--- config.mk ---
export PLATFORM = sky130hd
export DESIGN_NAME = scp_skid
export DESIGN_NICKNAME = d
export VERILOG_FILES = /design/src/hdl/scp_pkg.sv /design/src/hdl/scp_skid.sv
export SDC_FILE = /design/constraint.sdc
export NUM_CORES = 1
export LEC_CHECK = 0
export BUFFER_PORTS_ARGS = -buffer_cell sky130_fd_sc_hd__buf_2
export CAP_MARGIN = 20
export CORE_MARGIN = 5
export CORE_UTILIZATION = 45
export DETAILED_ROUTE_END_ITERATION = 7
export PLACE_DENSITY = 0.69
export SYNTH_ARGS = -nofsm -noshare
export SYNTH_HDL_FRONTEND = slang
export SYNTH_SLANG_ARGS = --single-unit
--- constraint.sdc ---
create_clock -name clk -period 7 [get_ports clk]
set_input_delay 0.7 -clock clk [delete_from_list [all_inputs] [get_ports clk]]
set_output_delay 0.7 -clock clk [all_outputs]
set_load 0.02 [all_outputs]
--- src/hdl/scp_pkg.sv ---
package scp_pkg;

  localparam int COORD_BITS = 24;
  localparam int FRAC_BITS  = 16;
  localparam int POS_BITS   = 32;
  localparam int CASE_BITS  = 2;

  localparam int DIFF_W = COORD_BITS + 1;
  localparam int PSUM_W = COORD_BITS + 2;
  localparam int PROD_W = 2 * DIFF_W;
  localparam int NUM_W  = PROD_W + 1;
  localparam int MAG_W  = NUM_W;
  localparam int D2_W   = MAG_W + 1;
  localparam int REM_W  = D2_W + 1;
  localparam int X_W    = MAG_W + FRAC_BITS + 2;
  localparam int XP_W   = X_W + POS_BITS;
  localparam int STEPS  = POS_BITS;
  localparam int LANES  = 2;

  localparam int SKID_DEPTH = 2;
  localparam int SKID_AW    = $clog2(SKID_DEPTH);
  localparam int SKID_CW    = $clog2(SKID_DEPTH + 1);

  localparam logic signed [POS_BITS-1:0] POS_HALF      = POS_BITS'(1) << (FRAC_BITS - 1);
  localparam logic signed [POS_BITS-1:0] POS_MINUS_ONE = -(POS_BITS'(1) << FRAC_BITS);
  localparam logic [POS_BITS-1:0] POS_MAX_MAG = {1'b0, {(POS_BITS-1){1'b1}}};
  localparam logic [POS_BITS-1:0] POS_MIN_MAG = {1'b1, {(POS_BITS-1){1'b0}}};

  typedef enum logic [CASE_BITS-1:0] {
    CASE_PROPER   = 2'd0,
    CASE_PARALLEL = 2'd1,
    CASE_DEGEN    = 2'd2
  } solve_case_t;

  typedef logic signed [COORD_BITS-1:0] coord_t;
  typedef logic signed [DIFF_W-1:0]     diff_t;
  typedef logic signed [PSUM_W-1:0]     psum_t;
  typedef logic signed [PROD_W-1:0]     prod_t;
  typedef logic signed [NUM_W-1:0]      num_t;

  typedef struct packed {
    coord_t first_start_x;
    coord_t first_start_y;
    coord_t first_end_x;
    coord_t first_end_y;
    coord_t second_start_x;
    coord_t second_start_y;
    coord_t second_end_x;
    coord_t second_end_y;
  } seg_pair_t;

  // One quotient to be formed: sign and magnitudes of numerator and divisor.
  typedef struct packed {
    logic             neg;
    logic [MAG_W-1:0] num;
    logic [MAG_W-1:0] den;
  } div_arg_t;

  typedef struct packed {
    logic                      valid;
    solve_case_t               scase;
    div_arg_t [LANES-1:0]      arg;
  } div_req_t;

  typedef struct packed {
    logic [X_W-1:0]  x;
    logic [D2_W-1:0] d2;
    logic            neg;
  } prep_lane_t;

  typedef struct packed {
    logic                   valid;
    solve_case_t            scase;
    prep_lane_t [LANES-1:0] lane;
  } prep_t;

  // sh holds the dividend bits still to come; quotient bits enter at the bottom.
  typedef struct packed {
    logic [D2_W-1:0]     rem;
    logic [POS_BITS-1:0] sh;
    logic [D2_W-1:0]     d2;
    logic                neg;
    logic                ovf;
  } lane_st_t;

  typedef struct packed {
    logic                 valid;
    solve_case_t          scase;
    lane_st_t [LANES-1:0] lane;
  } div_stage_t;

  typedef struct packed {
    logic signed [POS_BITS-1:0] pos_on_first;
    logic signed [POS_BITS-1:0] pos_on_second;
    solve_case_t                solve_case;
  } result_t;

  typedef struct packed {
    logic    valid;
    result_t res;
  } res_word_t;

endpackage

--- src/hdl/scp_skid.sv ---
module scp_skid (
  input  logic               clk,
  input  logic               rst_n,
  input  scp_pkg::res_word_t word,
  input  logic               out_ready,
  output logic               out_valid,
  output scp_pkg::result_t   out_res,
  output logic               full
);
  import scp_pkg::*;

  result_t            ent_r [SKID_DEPTH];
  logic [SKID_AW-1:0] wr_ptr_r;
  logic [SKID_AW-1:0] rd_ptr_r;
  logic [SKID_CW-1:0] cnt_r;
  logic               do_push;
  logic               do_pop;

  // full comes from the count alone, so out_ready never reaches in_ready
  assign full      = (cnt_r == SKID_CW'(SKID_DEPTH));
  assign out_valid = (cnt_r != '0);
  assign out_res   = ent_r[rd_ptr_r];
  assign do_push   = word.valid && !full;
  assign do_pop    = out_valid && out_ready;

  always_ff @(posedge clk) begin
    if (!rst_n) begin
      wr_ptr_r <= '0;
      rd_ptr_r <= '0;
      cnt_r    <= '0;
    end else begin
      if (do_push) begin
        wr_ptr_r <= wr_ptr_r + SKID_AW'(1);
      end
      if (do_pop) begin
        rd_ptr_r <= rd_ptr_r + SKID_AW'(1);
      end
      cnt_r <= cnt_r + SKID_CW'(do_push) - SKID_CW'(do_pop);
    end
  end

  always_ff @(posedge clk) begin
    if (do_push) begin
      ent_r[wr_ptr_r] <= word.res;
    end
  end

endmodule

== Word-level counts from Yosys, hierarchy flattened ==
Memory sizes are Yosys's and may differ from the RTL's. A register that Yosys moved wholly into a read port is not among the register bits.
Index checks and enable logic that the tools add are counted.

* ROM bits: 0
* Bits in latches: 0
* Memories: 1
* Output and inout port bits: 68
* RAM bits: 132
* Logic and storage cells: 17
* Flip-flop bits (word level): 4

{| class="wikitable"
|+ Memories
! name !! words !! bits a word !! read ports !! clocked after Yosys merged registers in !! wr ports !! line !! RTL
|-
| ent_r || 2 || 66 || 1 || 1 || 1 || scp_skid.sv:12 || <nowiki>result_t ent_r [SKID_DEPTH];</nowiki>
|}

* Order comparisons: 0
* Multiplexer cells: 4
* Add/subtract/negate cells: 4
* Equality and inequality tests: 1
* Shifts and indexed selects: 0
* Bitwise operators: 0
* Div/mod/pow operators: 0
* Multiply operators: 0
* Reductions and logical operators: 4

{| class="wikitable"
|+ Operator list
! cell !! number
|-
| $mux W1 || 4
|-
| $add A1 B1 Y1 const B || 2
|-
| $add A2 B1 Y2 || 1
|-
| $eq A2 B2 Y1 const B || 1
|-
| $logic_and A1 B1 Y1 || 2
|-
| $reduce_bool A2 Y1 || 1
|-
| $sub A2 B1 Y2 || 1
|-
| $logic_not A1 Y1 || 1
|}

== Depth between registers and ports, before layout ==
Gate-level depths: netlist of run 1.

* Depth in word-level cells: 5
* Mapped depth: 8

== Worst setup path after synthesis of run 1 ==
No wires, ideal clock.

* Kind: input -> register
* Start: input port word[66] (netlist bit)
* End: memory ent_r[0][0] (netlist bit), enable pin
* Buffers on the path: 0
* Path slack: 2.957 ns
* Arrival: 3.553 ns
* Cell stages on the path: 2
* Cells stage by stage: nand2_1 -> nor2_1

* Word-level cells in the longest chain between the ends: 3

{| class="wikitable"
|+ RTL lines
! what !! line !! RTL
|-
| start: declaration || scp_skid.sv:4 || <nowiki>input scp_pkg::res_word_t word,</nowiki>
|-
| $logic_and A1 B1 Y1 || scp_skid.sv:23 || <nowiki>assign do_push = word.valid && !full;</nowiki>
|-
| $mux W1 || scp_skid.sv:43 || <nowiki>if (do_push) begin</nowiki>
|-
| $mux W1 (implied by the code) || scp_skid.sv:44 || <nowiki>ent_r[wr_ptr_r] <= word.res;</nowiki>
|-
| end: declaration || scp_skid.sv:12 ||
|}

No other way between the ends.

==> results.toml, run 1 <==
[routing]
drt_iter0_markers = 114
vias = 2546
firstDrtPassIters = 4
drc = 0
ant_nets = 0
wl_per_cell_um = 16.3
vias_per_cell = 4.72
wl_mm = 8.81

[job]
maxCapViolations = 0

[cts]
cts_max_level = 4
cts_tree = "done"
numCtsBuffers = 17
cts_max_path_buffers = 2
ctsResizeCount = 0
clk_pin_slew_ps = 60
numClockSinks = 137
post_cts_buffers = 0
clockRootBuffer = "clkbuf_16"
clock_latency_ps = 400
cts_hold_buf = 0

[critical_path]
path_class = "flip-flop to output port"
r2r_slack_ps = 4660
critPathArrivalTime_ps = 1910
path_cells = "buf_16 -> mux2_2 -> buf_2"
crit_path_top_delay_cell = "dfxtp_4"
worst_r2r_endpoint = "ent_r[0][32]"
reg2regPathDepth = 4
worst_r2r_startpoint = "cnt_r[0]"
cpPeakStageDelay_ps = 610
crit_path_end = "out_res[0]"
cp-start-kind = "flip-flop"
worstPathMaxFanout = 45
cp.required_ps = 6300
crit_path_end_kind = "output port"

[timing]
period_share = 0.373
maxSlewHeadroom = 0.392
tightest_slew_ps = 910
maxClockFrequency_ghz = 0.383
hold_viol = 0
finalSetupTns_ps = 0
fin_crit_ps = 2610
clock_skew_ps = 7.40
slew_viol_final = 0
setup_viol = 0
rsz0062_at_grt = "no"

[synthesis]
netlist.area_leader.share = 0.768
synthMuxAreaShare = 0.175
synth_top_family_by_area = "multiplexers"
synthTopCellsByArea = "edfxtp_1 (77%), mux2_4 (12%), mux2_2 (5.7%)"
synth_warnings = 0
synth_ff_type = "edfxtp_1"
syn_inst = 232
seq_area_frac_synth = 0.788
yosys-top-cells-count = "edfxtp_1 (132), mux2_4 (40), mux2_2 (26)"
synth_compound_area_frac = 0.00145
synth.largest_area_cell = "edfxtp_1"
synth_most_common_cell = "edfxtp_1"
synth_cell_types = 19
synth-simple-area-share = 0.0126
avgSynthCellArea_um2 = 22.2
synth-edff-count = 132
synth_xor_area_frac = 0.00339
synth-seq-cells = 137
synthesis.area_mm2 = 0.00516
synth_adder_area_share = 0.00485
syn_nets = 304
async_reset_ff_frac = 0

[power_and_ir_drop]
switching_power_uw = 793
ir_worst_vdd_mv = 0.268
power_leakage_nw = 2.59
swShare = 0.285
power_frac_seq = 0.404
p_int_mw = 1.98
power_frac_comb = 0.270
power.density_mw_per_mm2 = 420
clockPowerShare = 0.327

[floorplanning]
die-area_mm2 = 0.0137
die_h_um = 117
core_mm2 = 0.0113
start_util = 0.456
std_cell_rows = 39
ioPinCount = 138
die_w_um = 117

[cells_and_area]
fin_nets = 455
antenna_cells = 0
area_delta_synth_final_pct = 28.3
design_area_mm2 = 0.00662
drive_gt1_frac = 0.604

[placed_design]
globalplace.congestion = 0.694
numPortBuffers = 137
placed_area_mm2 = 0.00598
dp_hpwl_mm = 5.71

[global_route]
grt_max_degree = 67
grt_pass1_wl_mm = 13.2
grt_overflow = 0
antenna_found_initial = 0
track_usage = 0.132
first_global_vias = 2713

[status]
status = "complete, no violations"

[worst_hold_path]
hold_class = "primary input to flip-flop"
==> sequential cells by signal, summed over array words and instances (netlist names), named ones only <==
register and count:
cnt_r 2, ent_r 132, rd_ptr_r 1, wr_ptr_r 1
==> routing by layer <==
layer,global-route usage,vias up,share of wire
met5,0,-,0
met4,0.0573,0,0.015
met3,0.0514,12,0.082
met2,0.215,95,0.49
met1,0.156,1226,0.41
li1,-,1213,-
==> cell families (layout without fill, tap and decap cells) <==
family	after synthesis	count (layout)
compound gates	1	1
xor+xnor	2	2
fa+ha+maj	2	2
buf+inv	10	174
flops	137	137
mux	67	67
simple gates	13	13
==> per-stage QoR <==
stage / utilization / hold WS, ps / cells / setup WS (ps) / total power, mW
2_1_floorplan: - / 455 / 232 / 2960 / 1.69
3_3_place_gp: 0.528 / 494 / 506 / 4380 / 1.89
3_5_place_dp: 0.528 / 517 / 506 / 4350 / 1.90
4_1_cts: 0.582 / 460 / 538 / 4140 / 2.81
5_1_grt: 0.585 / 463 / 539 / 4300 / 2.90
6_report: 0.585 / 482 / 539 / 4390 / 2.78
==> power by group through the flow <==
stage	sequential [mW]	clock (mW)	combinational [mW]
3_3_place_gp	1.18	0	0.708
2_1_floorplan	1.11	0	0.578
4_1_cts	1.17	0.926	0.714
3_5_place_dp	1.19	0	0.712
6_report	1.12	0.907	0.749
5_1_grt	1.14	0.966	0.803
==> layout by cell type (no fill, tap or decap), drive strengths merged <==
| cell type | netlist | layout |
|---|---|---|
| buf | 7 | 139 |
| edfxtp | 132 | 132 |
| mux2 | 66 | 66 |
| clkbuf | 0 | 18 |
| clkinv | 0 | 7 |
| dfxtp | 5 | 5 |
| bufinv | 0 | 4 |
| nor2 | 4 | 4 |
| inv | 3 | 3 |
| clkinvlp | 0 | 3 |
| nand2b | 2 | 2 |
| nand2 | 2 | 2 |
| and2 | 2 | 2 |
| ha | 2 | 2 |
| o21a | 1 | 1 |
| or2 | 1 | 1 |
| xnor2 | 1 | 1 |
| and3 | 1 | 1 |
| mux2i | 1 | 1 |
| xor2 | 1 | 1 |
| nor3 | 1 | 1 |
==> layout make-up <==
type	count	area, um2
multi-input cells	85	1030
clock inverters	14	180
flip-flops and latches	137	4070
inverters	3	11.3
clock buffers	18	429
fillers	872	4700
well taps	143	179
repair buffers	139	721
==> critical path, delay by kind of cell (launching register included) <==
| kind | cells | cell delay (ps) |
|---|---|---|
| mux | 1 | 380 |
| buf+inv | 2 | 470 |
| flops | 1 | 610 |
==> worst min path at each step <==
stage	cells after the start	start	endpoint
2_1_floorplan	2	wr_ptr_r	wr_ptr_r
3_3_place_gp	2	rd_ptr_r	flip-flop
3_5_place_dp	2	rd_ptr_r	rd_ptr_r
4_1_cts	1	word[46]	ent_r[0][46]
5_1_grt	1	word[11]	ent_r[0][11]
6_report	1	word[63]	ent_r[1][63]
No activity file was read; power rests on OpenSTA's default activity.
==> inputs of run 2 (changes only) <==
Settings changed: PLACE_DENSITY 0.69 to 0.72.
Clock period 7 ns to 2.3 ns, I/O delays scaled along.
==> run 2 against run 1 <==
Effect of this change:
- final cell count grew 8.0%
- critical path type unchanged
- via count is 8.7% higher
- register-to-register slack worse by 4100 ps
- combinational power grew to 3.3 times the previous value
- hold slack got worse by 460 ps
==> results.toml, run 2 (same netlist as run 1, synthesis figures left out) <==
[status]
status = "complete, no violations"

[routing]
vias = 2767
drc = 0
vias_per_cell = 4.75
ant_nets = 0
drt_iter0_markers = 114
wl_per_cell_um = 16.4
wl_mm = 9.57
firstDrtPassIters = 4

[cts]
clockRootBuffer = "clkbuf_16"
numCtsBuffers = 17
cts_tree = "done"
clock_latency_ps = 400
ctsResizeCount = 0
post_cts_buffers = 0
cts_max_level = 4
cts_max_path_buffers = 2
clk_pin_slew_ps = 60
numClockSinks = 137

[critical_path]
critPathArrivalTime_ps = 1640
r2r_slack_ps = 590
cp.required_ps = 2070
cp_top_family = "buffers and inverters"
cp-start-kind = "flip-flop"
cpPeakStageDelay_ps = 400
worst_r2r_startpoint = "cnt_r[0]"
worst_r2r_endpoint = "cnt_r[1]"
crit_cells = 3
path_cells = "buf_12 -> mux2_2 -> buf_2"
crit_path_end_kind = "output port"
path_class = "flip-flop to output port"
crit_buf_inv = 2
worstPathMaxFanout = 36
crit_path_top_delay_cell = "dfxtp_4"
reg2regPathDepth = 8

[cells_and_area]
num-fill-cells = 794
largest-register = "ent_r"
drive_gt1_frac = 0.549
largest_reg_flops = 132
final_common_cell = "buf_2"
fin_nets = 498
ff_latch_area_mm2 = 0.00407
area_delta_synth_final_pct = 39.1
final_cell_mix = "buf_2 (137), edfxtp_1 (132), mux2_4 (40)"
antenna_cells = 0
multi_input_area_mm2 = 0.00103
top_regs = "ent_r x132, cnt_r x2"

[power_and_ir_drop]
clockPowerShare = 0.356
switching_power_mw = 2.45
power.density_mw_per_mm2 = 1260
ir_worst_vdd_mv = 0.588
power_frac_seq = 0.369
power_frac_comb = 0.274
power_leakage_nw = 2.84
swShare = 0.271
p_int_mw = 6.60
p_total_mw = 9.05

[worst_hold_path]
whs_endpoint = "ent_r[0][61]"
worstHoldStart = "word[61]"
hold_path_depth = 1
hold_class = "primary input to flip-flop"

[floorplanning]
die-area_mm2 = 0.0137
die_w_um = 117
die_h_um = 117
core_mm2 = 0.0113
start_util = 0.456
std_cell_rows = 39
ioPinCount = 138

[job]
maxCapViolations = 0

[timing]
setup_viol = 0
rsz0062_at_grt = "no"
period_share = 0.814
finalSetupTns_ps = 0
clock_skew_ps = 8.01
hold_viol = 0
fin_crit_ps = 1870
final.setup.worst_slack_ps = 428
maxClockFrequency_ghz = 0.534
slew_viol_final = 0
maxSlewHeadroom = 0.680
tightest_slew_ps = 480

[global_route]
grt_pass1_wl_mm = 14.7
first_global_vias = 3030
grt_overflow = 0
antenna_found_initial = 2
grt_max_degree = 37
track_usage = 0.147

[placed_design]
place_ws_ps = 581
numPortBuffers = 137
globalplace.congestion = 0.679
dp_hpwl_mm = 6.18
run 2: cell count changes in the layout (fill, tap and decap cells not counted), sizes merged:
cell         before  now
dlygate4sd3       0   39
inv               3    4
bufinv            4    8
buf             139  143
clkinvlp          3    0
clkinv            7    2
clkbuf           18   21
run 2: cell type report:
| cell class | count | share of cell area |
|---|---|---|
| Clock inverter | 11 | 0.0371 |
| Tap cell | 143 | 0.0249 |
| Clock buffer | 21 | 0.0613 |
| Inverter | 3 | 0.00157 |
| Multi-Input combinational cell | 85 | 0.144 |
| Timing Repair Buffer | 182 | 0.165 |
| Sequential cell | 137 | 0.567 |
run 2: repair_timing:
item / CTS / global route
hold endpoints to repair: 75 / 2
endpoints found under the setup margin: 0 / 0
hold buffers: 38 / 1
run 2: worst reg2reg max path: cells and delay by family (launching register included):
kind                       cells  cell delay (ps)
and+or+nand+nor                4              590
buffers and inverters          1               40
adders and majority gates      2              500
DFF                            1              360
xor gates and xnor gates       1              150
run 2: worst max-delay path by stage:
| stage | startpoint | end |
|---|---|---|
| global placement | cnt_r[0] | cnt_r[1] |
| global route | flip-flop | out_res[60] |
| CTS | flip-flop | out_res[60] |
| finish | flip-flop | out_res[60] |
| detailed placement | cnt_r[0] | cnt_r[1] |
| floorplan | cnt_r[0] | ent_r[0][0] |
run 2: per-layer routing:
metal | up-vias | wire length (um) | GRT usage
met1 | 1339 | 3830 | 0.167
li1 | 1300 | - | -
met3 | 13 | 868 | 0.0699
met4 | 4 | 89 | 0.0535
met2 | 111 | 4760 | 0.243
met5 | - | 27 | 0
run 2: power by group through the flow:
stage                     registers, mW  clock network, mW  logic, mW
final                              3.35               3.22       2.48
after global routing               3.38               3.41       2.67
after CTS                          3.35               3.29       2.53
after detailed placement           3.40                  0       2.47
after global placement             3.37                  0       2.45
after floorplan                    3.35                  0       1.76
run 2: stage by stage:
stage	utilization	hold slack (ps)	instances	cell area [um2]
2_1_floorplan	-	329	232	5170
3_3_place_gp	0.537	417	511	6080
3_5_place_dp	0.537	421	511	6080
4_1_cts	0.633	0.476	581	7170
5_1_grt	0.634	0.669	582	7180
6_report	0.634	21.8	582	7180
==> inputs of run 3 (changes only) <==
Settings changed: ABC_AREA from default to 1, PLACE_DENSITY 0.72 to 0.69.
Clock period 2.3 ns to 1.89 ns, I/O delays scaled along.
==> run 3 against run 2 <==
Effect of this change:
- sequential cell count unchanged
- synthesized cell count grew 4.7%
- critical path type unchanged
- global-route usage rose by 0.32 points
- via count grew 4.0%
- sequential share of layout area shrank 0.62 points
- largest cell class unchanged
- critical path depth unchanged
- first-iteration DRC count is 8.8% lower
- core utilization rose by 0.72 points
- largest power group unchanged
- die area increased by 0.20%
==> results.toml, run 3 <==
[cells_and_area]
top_regs = "ent_r x132, cnt_r x2"
num-fill-cells = 821
area_delta_synth_final_pct = 40.4
ff_latch_area_mm2 = 0.00407
antenna_cells = 0
largest-register = "ent_r"
fin_nets = 537
design_area_mm2 = 0.00726
multi_input_area_mm2 = 0.00102
drive_gt1_frac = 0.504
final_cell_mix = "buf_2 (137), edfxtp_1 (132), dlygate4sd3_1 (65)"
final_common_cell = "buf_2"
largest_reg_flops = 132

[critical_path]
worst_r2r_startpoint = "cnt_r[0]"
path_cells = "buf_12 -> mux2_2 -> buf_2"
cp.required_ps = 1700
crit_buf_inv = 2
worstPathMaxFanout = 21
crit_path_top_delay_cell = "dfxtp_4"
critPathArrivalTime_ps = 1570
crit_path_end_kind = "output port"
reg2regPathDepth = 10
r2r_slack_ps = 400
cp_top_family = "flip-flops"
worst_r2r_endpoint = "cnt_r[1]"
cpPeakStageDelay_ps = 440
path_class = "flip-flop to output port"
cp-start-kind = "flip-flop"

[routing]
vias = 2879
drc = 0
vias_per_cell = 4.67
wl_mm = 9.89
wl_per_cell_um = 16.0
firstDrtPassIters = 6
ant_nets = 0
drt_iter0_markers = 104

[cts]
clock_latency_ps = 400
numCtsBuffers = 17
cts_tree = "done"
ctsResizeCount = 0
cts_max_path_buffers = 2
clockRootBuffer = "clkbuf_16"
cts_max_level = 4
clk_pin_slew_ps = 50
numClockSinks = 137

[worst_hold_path]
hold_path_depth = 3
whs_endpoint = "cnt_r[0]"
worstHoldStart = "rst_n"
hold_class = "primary input to flip-flop"

[synthesis]
synth_adder_area_share = 0.00484
synth-edff-count = 132
synth_ff_type = "edfxtp_1"
async_reset_ff_frac = 0
synthMuxAreaShare = 0.173
synth_most_common_cell = "edfxtp_1"
synth-seq-cells = 137
netlist.area_leader.share = 0.767
synthTopCellsByArea = "edfxtp_1 (77%), mux2_4 (12%), mux2_2 (5.7%)"
synth-simple-area-share = 0.0152
synthesis.area_mm2 = 0.00517
syn_nets = 315
synth.largest_area_cell = "edfxtp_1"
seq_area_frac_synth = 0.786
syn_inst = 243
synth_compound_area_frac = 0.00194
synth_warnings = 0
yosys-top-cells-count = "edfxtp_1 (132), mux2_4 (40), mux2_2 (26)"
synth_cell_types = 12
synth_xor_area_frac = 0
avgSynthCellArea_um2 = 21.3
synth_top_family_by_area = "multiplexers"

[job]
maxCapViolations = 0

[timing]
fin_crit_ps = 1760
rsz0062_at_grt = "no"
final.setup.worst_slack_ps = 131
maxSlewHeadroom = 0.786
hold_viol = 0
maxClockFrequency_ghz = 0.568
setup_viol = 0
tightest_slew_ps = 320
period_share = 0.931
slew_viol_final = 0
clock_skew_ps = 6.11

[placed_design]
dp_hpwl_mm = 6.20
place_ws_ps = 380
globalplace.congestion = 0.683
numPortBuffers = 137
placed_area_mm2 = 0.00612

[floorplanning]
ioPinCount = 138
die_h_um = 117
die-area_mm2 = 0.0137
die_w_um = 117
core_mm2 = 0.0113
std_cell_rows = 39
start_util = 0.457

[global_route]
track_usage = 0.150
antenna_found_initial = 0
grt_overflow = 0
grt_max_degree = 44
first_global_vias = 3117
grt_pass1_wl_mm = 15.2

[power_and_ir_drop]
ir_worst_vdd_mv = 0.677
power.density_mw_per_mm2 = 1290
swShare = 0.285
power_frac_seq = 0.427
power_leakage_nw = 2.87
clockPowerShare = 0.285
p_int_mw = 6.71
switching_power_mw = 2.68
power_frac_comb = 0.289

[status]
status = "complete, no violations"
==> run 3: cell count changes in the layout (fill, tap and decap cells not counted), sizes merged, moves of 3 or more <==
cell	before	now
clkinv	2	8
bufinv	8	0
nand2	2	9
nor2	4	8
nand3	0	3
inv	4	8
dlygate4sd3	39	65
==> run 3: worst max path at each step <==
| stage | slack, ps | cells past startpoint | endpoint | start |
|---|---|---|---|---|
| after floorplan | -30 | 4 | ent_r[0][0] | cnt_r[0] |
| after global placement | 410 | 3 | out_res[53] | flip-flop |
| after detailed placement | 380 | 10 | cnt_r[1] | cnt_r[0] |
| after CTS | 90 | 3 | out_res[56] | flip-flop |
| after global routing | 70 | 3 | out_res[56] | flip-flop |
| final | 130 | 3 | out_res[56] | flip-flop |
==> run 3: logic make-up after synthesis <==
| kind of cell | count (synthesis) |
|---|---|
| compound gates | 2 |
| simple gates | 20 |
| buf+inv | 16 |
| flops | 137 |
| mux | 66 |
| fa+ha+maj | 2 |
==> run 3: layout make-up <==
cell class	instances	share of cell area
Clock inverter	8	0.00483
Clock buffer	20	0.0601
Multi-Input combinational cell	90	0.140
Tap cell	143	0.0246
Timing Repair Buffer	210	0.204
Inverter	9	0.00517
Sequential cell	137	0.560
==> run 3: power groups by stage <==
stage	clock network, mW	registers [mW]	logic [mW]
floorplan	0	4.01	1.84
global placement	0	4.07	2.55
detailed placement	0	4.10	2.59
CTS	2.74	4.01	2.76
global route	2.89	4.05	2.91
finish	2.67	4.01	2.71
==> run 3: routing by layer <==
metal  share of wire  track usage
met5               0            0
met4          0.0066       0.0573
met3           0.072       0.0519
met2            0.53        0.261
met1            0.40        0.171
==> run 3: per-stage QoR <==
step | utilization | hold slack, ps | total power [mW] | setup TNS (ps) | cells
after CTS | 0.641 | 5.56 | 9.51 | 0 | 617
after global routing | 0.641 | 18.7 | 9.85 | 0 | 617
final | 0.641 | 25.2 | 9.39 | 0 | 617
after detailed placement | 0.540 | 380 | 6.69 | 0 | 523
after global placement | 0.540 | 376 | 6.63 | 0 | 523
after floorplan | - | 282 | 5.86 | -3280 | 243
==> run 3: timing repair <==
item	in CTS	in global routing
endpoints found under the setup margin	9	0
hold buffers	65	0
endpoints found under the hold margin	130	0
setup buffers	1	0
==> run 3: worst register-to-register path: cells and delay by family, from the launching register on <==
family | cells | cell delay, ps
AND/OR/NAND/NOR | 4 | 280
flip-flops | 1 | 340
AO/OA/AOI/OAI | 1 | 150
buffers and inverters | 3 | 140
adder cells (fa/ha/maj) | 2 | 470
